<file path="src/design/skv_pkg.sv">
// Shared types and constants of the solar kiln vent and fan controller.
// No dependencies; every design module imports this package.
package skv_pkg;

    localparam int ADC_BITS   = 10;
    localparam int TEMP_W     = 15;
    localparam int TIME_W     = 32;
    localparam int LEVEL_W    = 10;
    localparam int HOLD_W     = 20;
    localparam int SAVE_W     = 17;
    localparam int CFG_DATA_W = 20;
    localparam int CFG_ADDR_W = 3;

    typedef logic [CFG_ADDR_W-1:0] cfg_addr_t;

    localparam cfg_addr_t CFG_BATTERY_START = 3'd0;
    localparam cfg_addr_t CFG_BATTERY_HOLD  = 3'd1;
    localparam cfg_addr_t CFG_SOLAR_OPEN    = 3'd2;
    localparam cfg_addr_t CFG_SAN_MIN_TEMP  = 3'd3;
    localparam cfg_addr_t CFG_SAN_MAX_TEMP  = 3'd4;
    localparam cfg_addr_t CFG_SAN_HOLD_SEC  = 3'd5;
    localparam cfg_addr_t CFG_SAVE_INTERVAL = 3'd6;

    // Packed request payload: last member sits in the lowest bits.
    typedef struct packed {
        logic [TIME_W-1:0]        now_seconds;
        logic signed [TEMP_W-1:0] temperature;
        logic [ADC_BITS-1:0]      sanitize_code;
        logic [ADC_BITS-1:0]      battery_code;
        logic [ADC_BITS-1:0]      solar_code;
    } in_data_t;

    localparam int IN_DATA_W  = $bits(in_data_t);
    localparam int S_TDATA_W  = ((IN_DATA_W + 7) / 8) * 8;

    typedef struct packed {
        in_data_t data;
        logic     temperature_valid;
    } sample_t;

    typedef struct packed {
        logic [LEVEL_W-1:0]       battery_start_level;
        logic [LEVEL_W-1:0]       battery_hold_level;
        logic [LEVEL_W-1:0]       solar_open_level;
        logic signed [TEMP_W-1:0] sanitize_min_temp;
        logic signed [TEMP_W-1:0] sanitize_max_temp;
        logic [HOLD_W-1:0]        sanitize_hold_seconds;
        logic [SAVE_W-1:0]        save_interval_seconds;
    } cfg_t;

    typedef struct packed {
        logic                filled;
        logic [ADC_BITS-1:0] solar_avg;
        logic [ADC_BITS-1:0] battery_avg;
    } avg_t;

    // Packed result payload: vent_open in bit 0.
    typedef struct packed {
        logic [ADC_BITS-1:0] battery_average;
        logic [ADC_BITS-1:0] solar_average;
        logic                log_strobe;
        logic                sanitize_done;
        logic                sanitize_led;
        logic                cooling_on;
        logic                fan_right_drive;
        logic                fan_left_drive;
        logic                fan_run;
        logic                vent_open;
    } res_t;

    localparam int RES_W     = $bits(res_t);
    localparam int M_TDATA_W = ((RES_W + 7) / 8) * 8;

endpackage

</file>
<file path="src/design/solar_kiln_vent_fan_controller.sv">
// Top level of the solar kiln vent and fan controller.
// Depends on skv_pkg, skv_cfg, skv_avg and skv_ctrl.
//
//  Channel  | Direction | Handshake          | Payload
//  ---------+-----------+--------------------+--------------------------------------
//  sample   | in        | s_tvalid/s_tready  | s_tdata (codes, temp, time), s_tuser
//  result   | out       | m_tvalid/m_tready  | m_tdata (drives, lamps, averages)
//  config   | in        | cfg_we             | cfg_addr, cfg_wdata
//
// One request per clock, sustained while m_tready takes each result. A request
// waits in the input register, where the averager and the decision logic
// handle it and update their state, and its result then moves into the output
// register, which drives m_tvalid and m_tdata.
// Reset (aresetn low, synchronous) empties both registers and restores the
// register defaults; the sample windows need no clearing.
// A stall on m_tready holds the result; the input register keeps taking
// a request as long as it can move into the output register.
module solar_kiln_vent_fan_controller
    import skv_pkg::*;
#(
    parameter int WINDOW = 5
) (
    input  logic                  aclk,
    input  logic                  aresetn,
    // sample request
    input  logic                  s_tvalid,
    output logic                  s_tready,
    // [9:0] solar_code, [19:10] battery_code, [29:20] sanitize_code,
    // [44:30] temperature, [76:45] now_seconds, [79:77] zero
    input  logic [S_TDATA_W-1:0]  s_tdata,
    // [0] temperature_valid
    input  logic [0:0]            s_tuser,
    // result request
    output logic                  m_tvalid,
    input  logic                  m_tready,
    // [0] vent_open, [1] fan_run, [2] fan_left_drive, [3] fan_right_drive,
    // [4] cooling_on, [5] sanitize_led, [6] sanitize_done, [7] log_strobe,
    // [17:8] solar_average, [27:18] battery_average, [31:28] zero
    output logic [M_TDATA_W-1:0]  m_tdata,
    // configuration write
    input  logic                  cfg_we,
    input  cfg_addr_t             cfg_addr,
    input  logic [CFG_DATA_W-1:0] cfg_wdata
);

    sample_t sample_reg;
    logic    s_valid_reg;
    res_t    res_reg;
    logic    m_valid_reg;
    logic    step;
    logic    s_load;
    cfg_t    cfg;
    avg_t    avg;
    res_t    res;

    // Advance the held request when the output register is free or draining.
    assign step     = s_valid_reg && (!m_valid_reg || m_tready);
    assign s_tready = !s_valid_reg || step;
    assign s_load   = s_tvalid && s_tready;

    always_ff @(posedge aclk) begin
        if (!aresetn) begin
            s_valid_reg <= 1'b0;
            m_valid_reg <= 1'b0;
        end else begin
            if (s_load) begin
                s_valid_reg <= 1'b1;
            end else if (step) begin
                s_valid_reg <= 1'b0;
            end
            if (step) begin
                m_valid_reg <= 1'b1;
            end else if (m_tready) begin
                m_valid_reg <= 1'b0;
            end
        end
    end

    // Payload registers: capture the request on load and the result on step, hold otherwise.
    always_ff @(posedge aclk) begin
        if (s_load) begin
            sample_reg.data              <= s_tdata[IN_DATA_W-1:0];
            sample_reg.temperature_valid <= s_tuser[0];
        end
        if (step) begin
            res_reg <= res;
        end
    end

    skv_cfg u_cfg (
        .aclk      (aclk),
        .aresetn   (aresetn),
        .cfg_we    (cfg_we),
        .cfg_addr  (cfg_addr),
        .cfg_wdata (cfg_wdata),
        .cfg       (cfg)
    );

    skv_avg #(
        .WINDOW (WINDOW)
    ) u_avg (
        .aclk         (aclk),
        .aresetn      (aresetn),
        .step         (step),
        .solar_code   (sample_reg.data.solar_code),
        .battery_code (sample_reg.data.battery_code),
        .avg          (avg)
    );

    skv_ctrl u_ctrl (
        .aclk    (aclk),
        .aresetn (aresetn),
        .step    (step),
        .sample  (sample_reg),
        .avg     (avg),
        .cfg     (cfg),
        .res     (res)
    );

    assign m_tvalid = m_valid_reg;
    assign m_tdata  = M_TDATA_W'(res_reg);

endmodule

</file>
<file path="src/design/skv_cfg.sv">
// Configuration register file of the vent and fan controller.
// Depends on skv_pkg for the register indexes and the cfg_t bundle.
module skv_cfg
    import skv_pkg::*;
(
    input  logic                  aclk,
    input  logic                  aresetn,
    input  logic                  cfg_we,
    input  cfg_addr_t             cfg_addr,
    input  logic [CFG_DATA_W-1:0] cfg_wdata,
    output cfg_t                  cfg
);

    cfg_t cfg_reg;

    always_ff @(posedge aclk) begin
        if (!aresetn) begin
            cfg_reg.battery_start_level   <= LEVEL_W'(889);
            cfg_reg.battery_hold_level    <= LEVEL_W'(823);
            cfg_reg.solar_open_level      <= LEVEL_W'(585);
            cfg_reg.sanitize_min_temp     <= TEMP_W'(6000);
            cfg_reg.sanitize_max_temp     <= TEMP_W'(7100);
            cfg_reg.sanitize_hold_seconds <= HOLD_W'(14400);
            cfg_reg.save_interval_seconds <= SAVE_W'(600);
        end else if (cfg_we) begin
            unique case (cfg_addr)
                CFG_BATTERY_START: cfg_reg.battery_start_level   <= cfg_wdata[LEVEL_W-1:0];
                CFG_BATTERY_HOLD:  cfg_reg.battery_hold_level    <= cfg_wdata[LEVEL_W-1:0];
                CFG_SOLAR_OPEN:    cfg_reg.solar_open_level      <= cfg_wdata[LEVEL_W-1:0];
                CFG_SAN_MIN_TEMP:  cfg_reg.sanitize_min_temp     <= cfg_wdata[TEMP_W-1:0];
                CFG_SAN_MAX_TEMP:  cfg_reg.sanitize_max_temp     <= cfg_wdata[TEMP_W-1:0];
                CFG_SAN_HOLD_SEC:  cfg_reg.sanitize_hold_seconds <= cfg_wdata[HOLD_W-1:0];
                CFG_SAVE_INTERVAL: cfg_reg.save_interval_seconds <= cfg_wdata[SAVE_W-1:0];
                default: ;  // drop writes beyond the register list
            endcase
        end
    end

    assign cfg = cfg_reg;

endmodule

</file>
<file path="src/design/skv_avg.sv">
// Moving-average unit: sample windows, running sums and divide by WINDOW.
// Depends on skv_pkg for ADC_BITS and the avg_t bundle.
module skv_avg
    import skv_pkg::*;
#(
    parameter int WINDOW = 5
) (
    input  logic                aclk,
    input  logic                aresetn,
    input  logic                step,
    input  logic [ADC_BITS-1:0] solar_code,
    input  logic [ADC_BITS-1:0] battery_code,
    output avg_t                avg
);

    localparam int SLOT_W  = $clog2(WINDOW);
    localparam int SUM_W   = $clog2(WINDOW * ((1 << ADC_BITS) - 1) + 1);
    localparam int SHIFT   = SUM_W + $clog2(WINDOW);
    localparam int RECIP_W = SUM_W + 1;
    localparam int PROD_W  = SUM_W + RECIP_W;
    // Rounded-up reciprocal; exact quotient for every sum below 2^SUM_W.
    localparam logic [RECIP_W-1:0] RECIP =
        RECIP_W'(((64'd1 << SHIFT) + 64'(WINDOW) - 64'd1) / 64'(WINDOW));

    logic [ADC_BITS-1:0] solar_win_reg   [WINDOW];
    logic [ADC_BITS-1:0] battery_win_reg [WINDOW];
    logic [SUM_W-1:0]    solar_sum_reg,  solar_sum_next;
    logic [SUM_W-1:0]    battery_sum_reg, battery_sum_next;
    logic [SLOT_W-1:0]   slot_reg;
    logic                filled_reg;
    logic [ADC_BITS-1:0] solar_old, battery_old;
    logic [PROD_W-1:0]   solar_prod, battery_prod;
    logic                slot_last;

    assign slot_last   = (slot_reg == SLOT_W'(WINDOW - 1));
    assign solar_old   = filled_reg ? solar_win_reg[slot_reg]   : '0;
    assign battery_old = filled_reg ? battery_win_reg[slot_reg] : '0;

    assign solar_sum_next   = solar_sum_reg - SUM_W'(solar_old) + SUM_W'(solar_code);
    assign battery_sum_next = battery_sum_reg - SUM_W'(battery_old) + SUM_W'(battery_code);

    assign solar_prod   = PROD_W'(solar_sum_next) * PROD_W'(RECIP);
    assign battery_prod = PROD_W'(battery_sum_next) * PROD_W'(RECIP);

    assign avg.filled      = filled_reg;
    assign avg.solar_avg   = solar_prod[SHIFT +: ADC_BITS];
    assign avg.battery_avg = battery_prod[SHIFT +: ADC_BITS];

    always_ff @(posedge aclk) begin
        if (!aresetn) begin
            solar_sum_reg   <= '0;
            battery_sum_reg <= '0;
            slot_reg        <= '0;
            filled_reg      <= 1'b0;
        end else if (step) begin
            solar_sum_reg   <= solar_sum_next;
            battery_sum_reg <= battery_sum_next;
            if (slot_last) begin
                slot_reg   <= '0;
                filled_reg <= 1'b1;
            end else begin
                slot_reg <= slot_reg + SLOT_W'(1);
            end
        end
    end

    always_ff @(posedge aclk) begin
        if (step) begin
            solar_win_reg[slot_reg]   <= solar_code;
            battery_win_reg[slot_reg] <= battery_code;
        end
    end

endmodule

</file>
<file path="src/design/skv_ctrl.sv">
// Vent, fan, sanitize timer and save-interval decision logic.
// Depends on skv_pkg for sample_t, cfg_t, avg_t and res_t.
module skv_ctrl
    import skv_pkg::*;
(
    input  logic    aclk,
    input  logic    aresetn,
    input  logic    step,
    input  sample_t sample,
    input  avg_t    avg,
    input  cfg_t    cfg,
    output res_t    res
);

    logic              run_reg, run_next;
    logic              fan_reg, fan_next;
    logic              vent_reg, vent_next;
    logic              cool_reg, cool_next;
    logic              led_reg, led_next;
    logic              done_reg, done_next;
    logic [TIME_W-1:0] start_reg, start_next;
    logic [TIME_W-1:0] last_save_reg, last_save_next;
    logic              fan_at_save_reg, fan_at_save_next;
    logic              alt_left_reg, alt_left_next;
    logic              alt_right_reg, alt_right_next;
    logic              strobe;

    logic                     temp_ok;
    logic signed [TEMP_W-1:0] temp;
    logic [TIME_W-1:0]        now;
    logic                     sanitize_on;

    assign temp        = sample.data.temperature;
    assign now         = sample.data.now_seconds;
    assign temp_ok     = sample.temperature_valid;
    assign sanitize_on = sample.data.sanitize_code[ADC_BITS-1];

    always_comb begin
        run_next         = run_reg;
        fan_next         = fan_reg;
        vent_next        = vent_reg;
        cool_next        = cool_reg;
        led_next         = led_reg;
        start_next       = start_reg;
        last_save_next   = last_save_reg;
        fan_at_save_next = fan_at_save_reg;
        alt_left_next    = alt_left_reg;
        alt_right_next   = alt_right_reg;

        // restart the timer at or below the floor, then test completion
        if (temp_ok && (temp <= cfg.sanitize_min_temp)) begin
            start_next = now;
        end
        done_next = done_reg ||
                    ((now - start_next) >= TIME_W'(cfg.sanitize_hold_seconds));

        if (avg.filled) begin
            run_next  = sample.data.battery_code[ADC_BITS-1];
            fan_next  = fan_reg ? (avg.battery_avg >= cfg.battery_hold_level)
                                : (avg.battery_avg >= cfg.battery_start_level);
            vent_next = (avg.solar_avg >= cfg.solar_open_level);
            cool_next = vent_next;
            if (sanitize_on) begin
                if (done_next) begin
                    led_next = 1'b1;
                end else if (temp_ok && (temp <= cfg.sanitize_max_temp)) begin
                    vent_next = 1'b0;
                end
            end
        end

        if (!run_next) begin
            vent_next  = 1'b0;
            fan_next   = 1'b0;
            start_next = now;
        end

        strobe = ((now - last_save_reg) > TIME_W'(cfg.save_interval_seconds)) ||
                 (fan_at_save_reg != fan_next);
        if (strobe) begin
            alt_left_next    = alt_right_reg;
            alt_right_next   = alt_left_reg;
            fan_at_save_next = fan_next;
            last_save_next   = now;
        end

        res.vent_open       = vent_next;
        res.fan_run         = fan_next;
        res.fan_left_drive  = fan_next && alt_left_reg;
        res.fan_right_drive = fan_next && alt_right_reg;
        res.cooling_on      = cool_next;
        res.sanitize_led    = led_next;
        res.sanitize_done   = done_next;
        res.log_strobe      = strobe;
        res.solar_average   = avg.solar_avg;
        res.battery_average = avg.battery_avg;
    end

    always_ff @(posedge aclk) begin
        if (!aresetn) begin
            run_reg         <= 1'b0;
            fan_reg         <= 1'b0;
            vent_reg        <= 1'b0;
            cool_reg        <= 1'b0;
            led_reg         <= 1'b0;
            done_reg        <= 1'b0;
            start_reg       <= '0;
            last_save_reg   <= '0;
            fan_at_save_reg <= 1'b0;
            alt_left_reg    <= 1'b1;
            alt_right_reg   <= 1'b1;
        end else if (step) begin
            run_reg         <= run_next;
            fan_reg         <= fan_next;
            vent_reg        <= vent_next;
            cool_reg        <= cool_next;
            led_reg         <= led_next;
            done_reg        <= done_next;
            start_reg       <= start_next;
            last_save_reg   <= last_save_next;
            fan_at_save_reg <= fan_at_save_next;
            alt_left_reg    <= alt_left_next;
            alt_right_reg   <= alt_right_next;
        end
    end

endmodule

</file>
<file path="config.mk">
export PLATFORM = sky130hd
export DESIGN_NAME = solar_kiln_vent_fan_controller
export DESIGN_NICKNAME = d
export VERILOG_FILES = /design/src/design/skv_pkg.sv /design/src/design/solar_kiln_vent_fan_controller.sv /design/src/design/skv_cfg.sv /design/src/design/skv_avg.sv /design/src/design/skv_ctrl.sv
export SDC_FILE = /design/constraint.sdc
export NUM_CORES = 1
export LEC_CHECK = 0
export ABC_AREA = 1
export BUFFER_PORTS_ARGS = -buffer_cell sky130_fd_sc_hd__buf_2
export CAP_MARGIN = 10
export CELL_PAD_IN_SITES_DETAIL_PLACEMENT = 1
export CELL_PAD_IN_SITES_GLOBAL_PLACEMENT = 1
export CORE_MARGIN = 1.5
export CORE_UTILIZATION = 30
export CTS_CLUSTER_DIAMETER = 150
export DETAILED_ROUTE_END_ITERATION = 16
export GPL_TIMING_DRIVEN = 1
export PLACE_DENSITY_LB_ADDON = 0.1
export SYNTH_ARGS = -nofsm -noshare
export SYNTH_HDL_FRONTEND = slang
export SYNTH_SLANG_ARGS = --single-unit
</file>
<file path="constraint.sdc">
create_clock -name aclk -period 17.1 [get_ports aclk]
set_input_delay 3.42 -clock aclk [delete_from_list [all_inputs] [get_ports aclk]]
set_output_delay 3.42 -clock aclk [all_outputs]
set_load 0.01 [all_outputs]
</file>
==> reports/results.ini <==
[status]
status=completed

[die]
starting_density_of_the_core_pct=30.3
die-area_sq_um=98000
core_area_sq_um=95200
die_h_microns=313
die_width_microns=313
row_count=113
floorplan.io_pins=143

[global_route]
grt_remaining_overflow=0
global_route.usage.met2_pct=31.7
grt_pass1_vias=23700
grt_start_max_net_pins=93
grt_usage_pct=17.8
met3_usage_pct=1.95
grt_pass1_wl_mm=136
grt_antenna_before_repair=3
grtUsageMet1_pct=22.8
gr-max-usage-layer=met2

[place]
place.detailed.hpwl_mm=67.2
gp_congestion=0.807
post_dp_area_sq_um=30900
io_buffer_count=126
place_worst_setup_slack_ns=4.78

[critical_path]
cpPeakStageDelay_ns=0.58
path_depth=49
maximum_fanout_count_along_the_critical_path=45
setup.worst_path.class=flip-flop to flip-flop
timing.critical_path.arrival_ns=12.63
critical_path.endpoint_type=flip-flop
worst-r2r-setup-slack_ns=5.04
cp.buffers_inverters=10
required_ns=17.67
cpMaxStageDelayCell=sky130_fd_sc_hd__fa_1
worstSetupStartpointType=flip-flop
reg2reg_depth=49
cpLargestDelayFamily=adder cells
worstReg2RegEnd=u_ctrl.last_save_reg[17]
crit_path_frequent_cell=sky130_fd_sc_hd__inv_1

[sta]
period_share_pct=70.5
finalMaxSlewViolations=0
finalHoldViolCount=0
maxClockFrequency_mhz=82.9
finalSetupViolCount=0
final_worst_setup_slack_ns=5.04
max_slew_margin_pct=29.7
finClkSkew_ns=0.0234
post_route_setup_tns_ns=0
timing.final.crit_period_ns=12.06
worst_slew_pin_slew_ns=1.05
grt_setup_unrepaired=false

[route]
vias=22900
initialDrtViolationCount=993
first_pass_iters=5
route.antenna.remaining_nets=0
viasPerCell=4.68
routed_wire_per_std_cell_microns=17.7
drcViolationCount=0
finalWirelength_mm=86.9

[clock_tree]
clk_path_buf_depth=3
numCtsBuffers=52
cts_resized=0
clockRootBuffer=sky130_fd_sc_hd__clkbuf_16
postCtsSetupBuffers=0
clock_insertion_delay_worst_skew_ns=0.66
tritoncts_num_sinks=402
clkSlewWorstSetupHoldPaths_ns=0.06
count_of_h_tree_levels_built_during_cts=2
ctsHoldBuffers=0
cts_tree=built

[logic_synthesis]
synth-simple-area-share_pct=14.3
post_synth_inst_count=3483
synth_enable_flop_cells=197
top_flip_flop_cell_by_instance_count_after_synthesis=sky130_fd_sc_hd__dfxtp_1
post_synth.cell_area_avg_sq_um=8.28
synth-async-reset-ratio_pct=0
arithmetic_cell_share_of_the_synthesized_area_counting_full_adders_half_adders_and_majority_gates_pct=22.9
synth_seq_cells=402
synthDistinctLibCells=53
post_synth_xor_area_fraction_pct=2.83
synth_cell_area_sq_um=28800
compound_gate_fraction_of_synth_area_pct=14.4
combinational_family_with_the_most_area_after_synthesis=adder cells
yosysWarnings=0
synth.area.mux_share_pct=0
seq_area_frac_synth_pct=34.8

[flow_run]
reported_max_cap_violation_count=0

[layout]
postLayoutCellArea_sq_um=32600
fillerInstances=11400
largest_register_ffs=97
layout_commonest_cell=sky130_fd_sc_hd__inv_1
final_layout_size_suffix_gt1_share_pct=8.09
final_stage_net_count=4163
area_delta_synth_final_pct=13.1
layout.cells.most_common_list=700 x sky130_fd_sc_hd__inv_1, 503 x sky130_fd_sc_hd__nand2_1, 357 x sky130_fd_sc_hd__ha_1

[worst_hold_path]
holdPathEnd=u_cfg.cfg[54]
holdPathStages=2
hold_path.class=flip-flop to flip-flop
worst_hold_startpoint=u_cfg.cfg[54]

## logic make-up (layout without fill, tap and decap cells)
kind of cell	Yosys count	count (layout)
simple gates	991	991
buf+inv	817	965
compound gates	715	715
fa+ha+maj	464	464
flops	402	402
xor+xnor	93	93
other cells	1	5
## metrics by stage
stage          utilization [%]  hold slack (ns)  std cells
6_report                  34.3            0.458       4900
5_1_grt                   34.3            0.474       4899
4_1_cts                   34.3            0.463       4899
3_5_place_dp              32.5            0.453       4801
3_3_place_gp              32.5            0.454       4801
2_1_floorplan                -            0.433       3486
## cell usage after synthesis, types with 34 or more instances
| cell type | number | share of area [%] |
|---|---|---|
| sky130_fd_sc_hd__a21oi_1 | 272 | 4.7 |
| sky130_fd_sc_hd__clkbuf_1 | 80 | 1.0 |
| sky130_fd_sc_hd__dfxtp_1 | 205 | 14 |
| sky130_fd_sc_hd__edfxtp_1 | 197 | 21 |
| sky130_fd_sc_hd__fa_1 | 107 | 7.4 |
| sky130_fd_sc_hd__ha_1 | 357 | 15 |
| sky130_fd_sc_hd__inv_1 | 703 | 9.2 |
| sky130_fd_sc_hd__nand2_1 | 505 | 6.6 |
| sky130_fd_sc_hd__nand3_1 | 116 | 2.0 |
| sky130_fd_sc_hd__nand4_1 | 39 | 0.85 |
| sky130_fd_sc_hd__nor2_1 | 250 | 3.3 |
| sky130_fd_sc_hd__nor3_1 | 56 | 0.97 |
| sky130_fd_sc_hd__o211ai_1 | 51 | 1.3 |
| sky130_fd_sc_hd__o21a_1 | 34 | 0.89 |
| sky130_fd_sc_hd__o21ai_0 | 207 | 3.6 |
| sky130_fd_sc_hd__xor2_1 | 66 | 2.0 |
## worst max-delay path by stage
stage	end	slack (ns)
after floorplan	u_ctrl.last_save_reg[10]	8.26
after global placement	u_ctrl.last_save_reg[19]	4.84
after detailed placement	u_ctrl.last_save_reg[18]	4.78
after CTS	u_ctrl.last_save_reg[18]	4.72
after global routing	u_ctrl.last_save_reg[10]	3.89
final	u_ctrl.last_save_reg[17]	5.04
## area by class of cell
cell class                      count  area (sq um)  area share [%]
Sequential cell                   402         10000            30.7
Inverter                          716          2700            8.26
Clock buffer                       67          1410            4.32
Multi-Input combinational cell   2267         15800            48.3
Clock inverter                     31           319           0.978
Tap cell                         1265          1580            4.85
Timing Repair Buffer              151           825            2.53
Antenna cell                        1          2.50         0.00767
## worst register-to-register path, delay by kind of cell (launching register included)
| family | cells | cell delay, ns |
|---|---|---|
| AO/OA/AOI/OAI | 11 | 2.34 |
| XOR/XNOR | 2 | 0.62 |
| adder cells (fa/ha/maj) | 9 | 4.05 |
| buffers and inverters | 10 | 2.15 |
| flip-flops | 1 | 0.31 |
| AND/OR/NAND/NOR | 17 | 2.52 |
## layer usage
metal	part of all wire, %	vias to the layer above
met5	0	-
met4	2.0	0
met3	2.2	87
met2	50	192
met1	46	11000
li1	-	11700
Power is not shown: default switching activity piles up to over one toggle a cycle in this logic, so the estimate is an artifact.
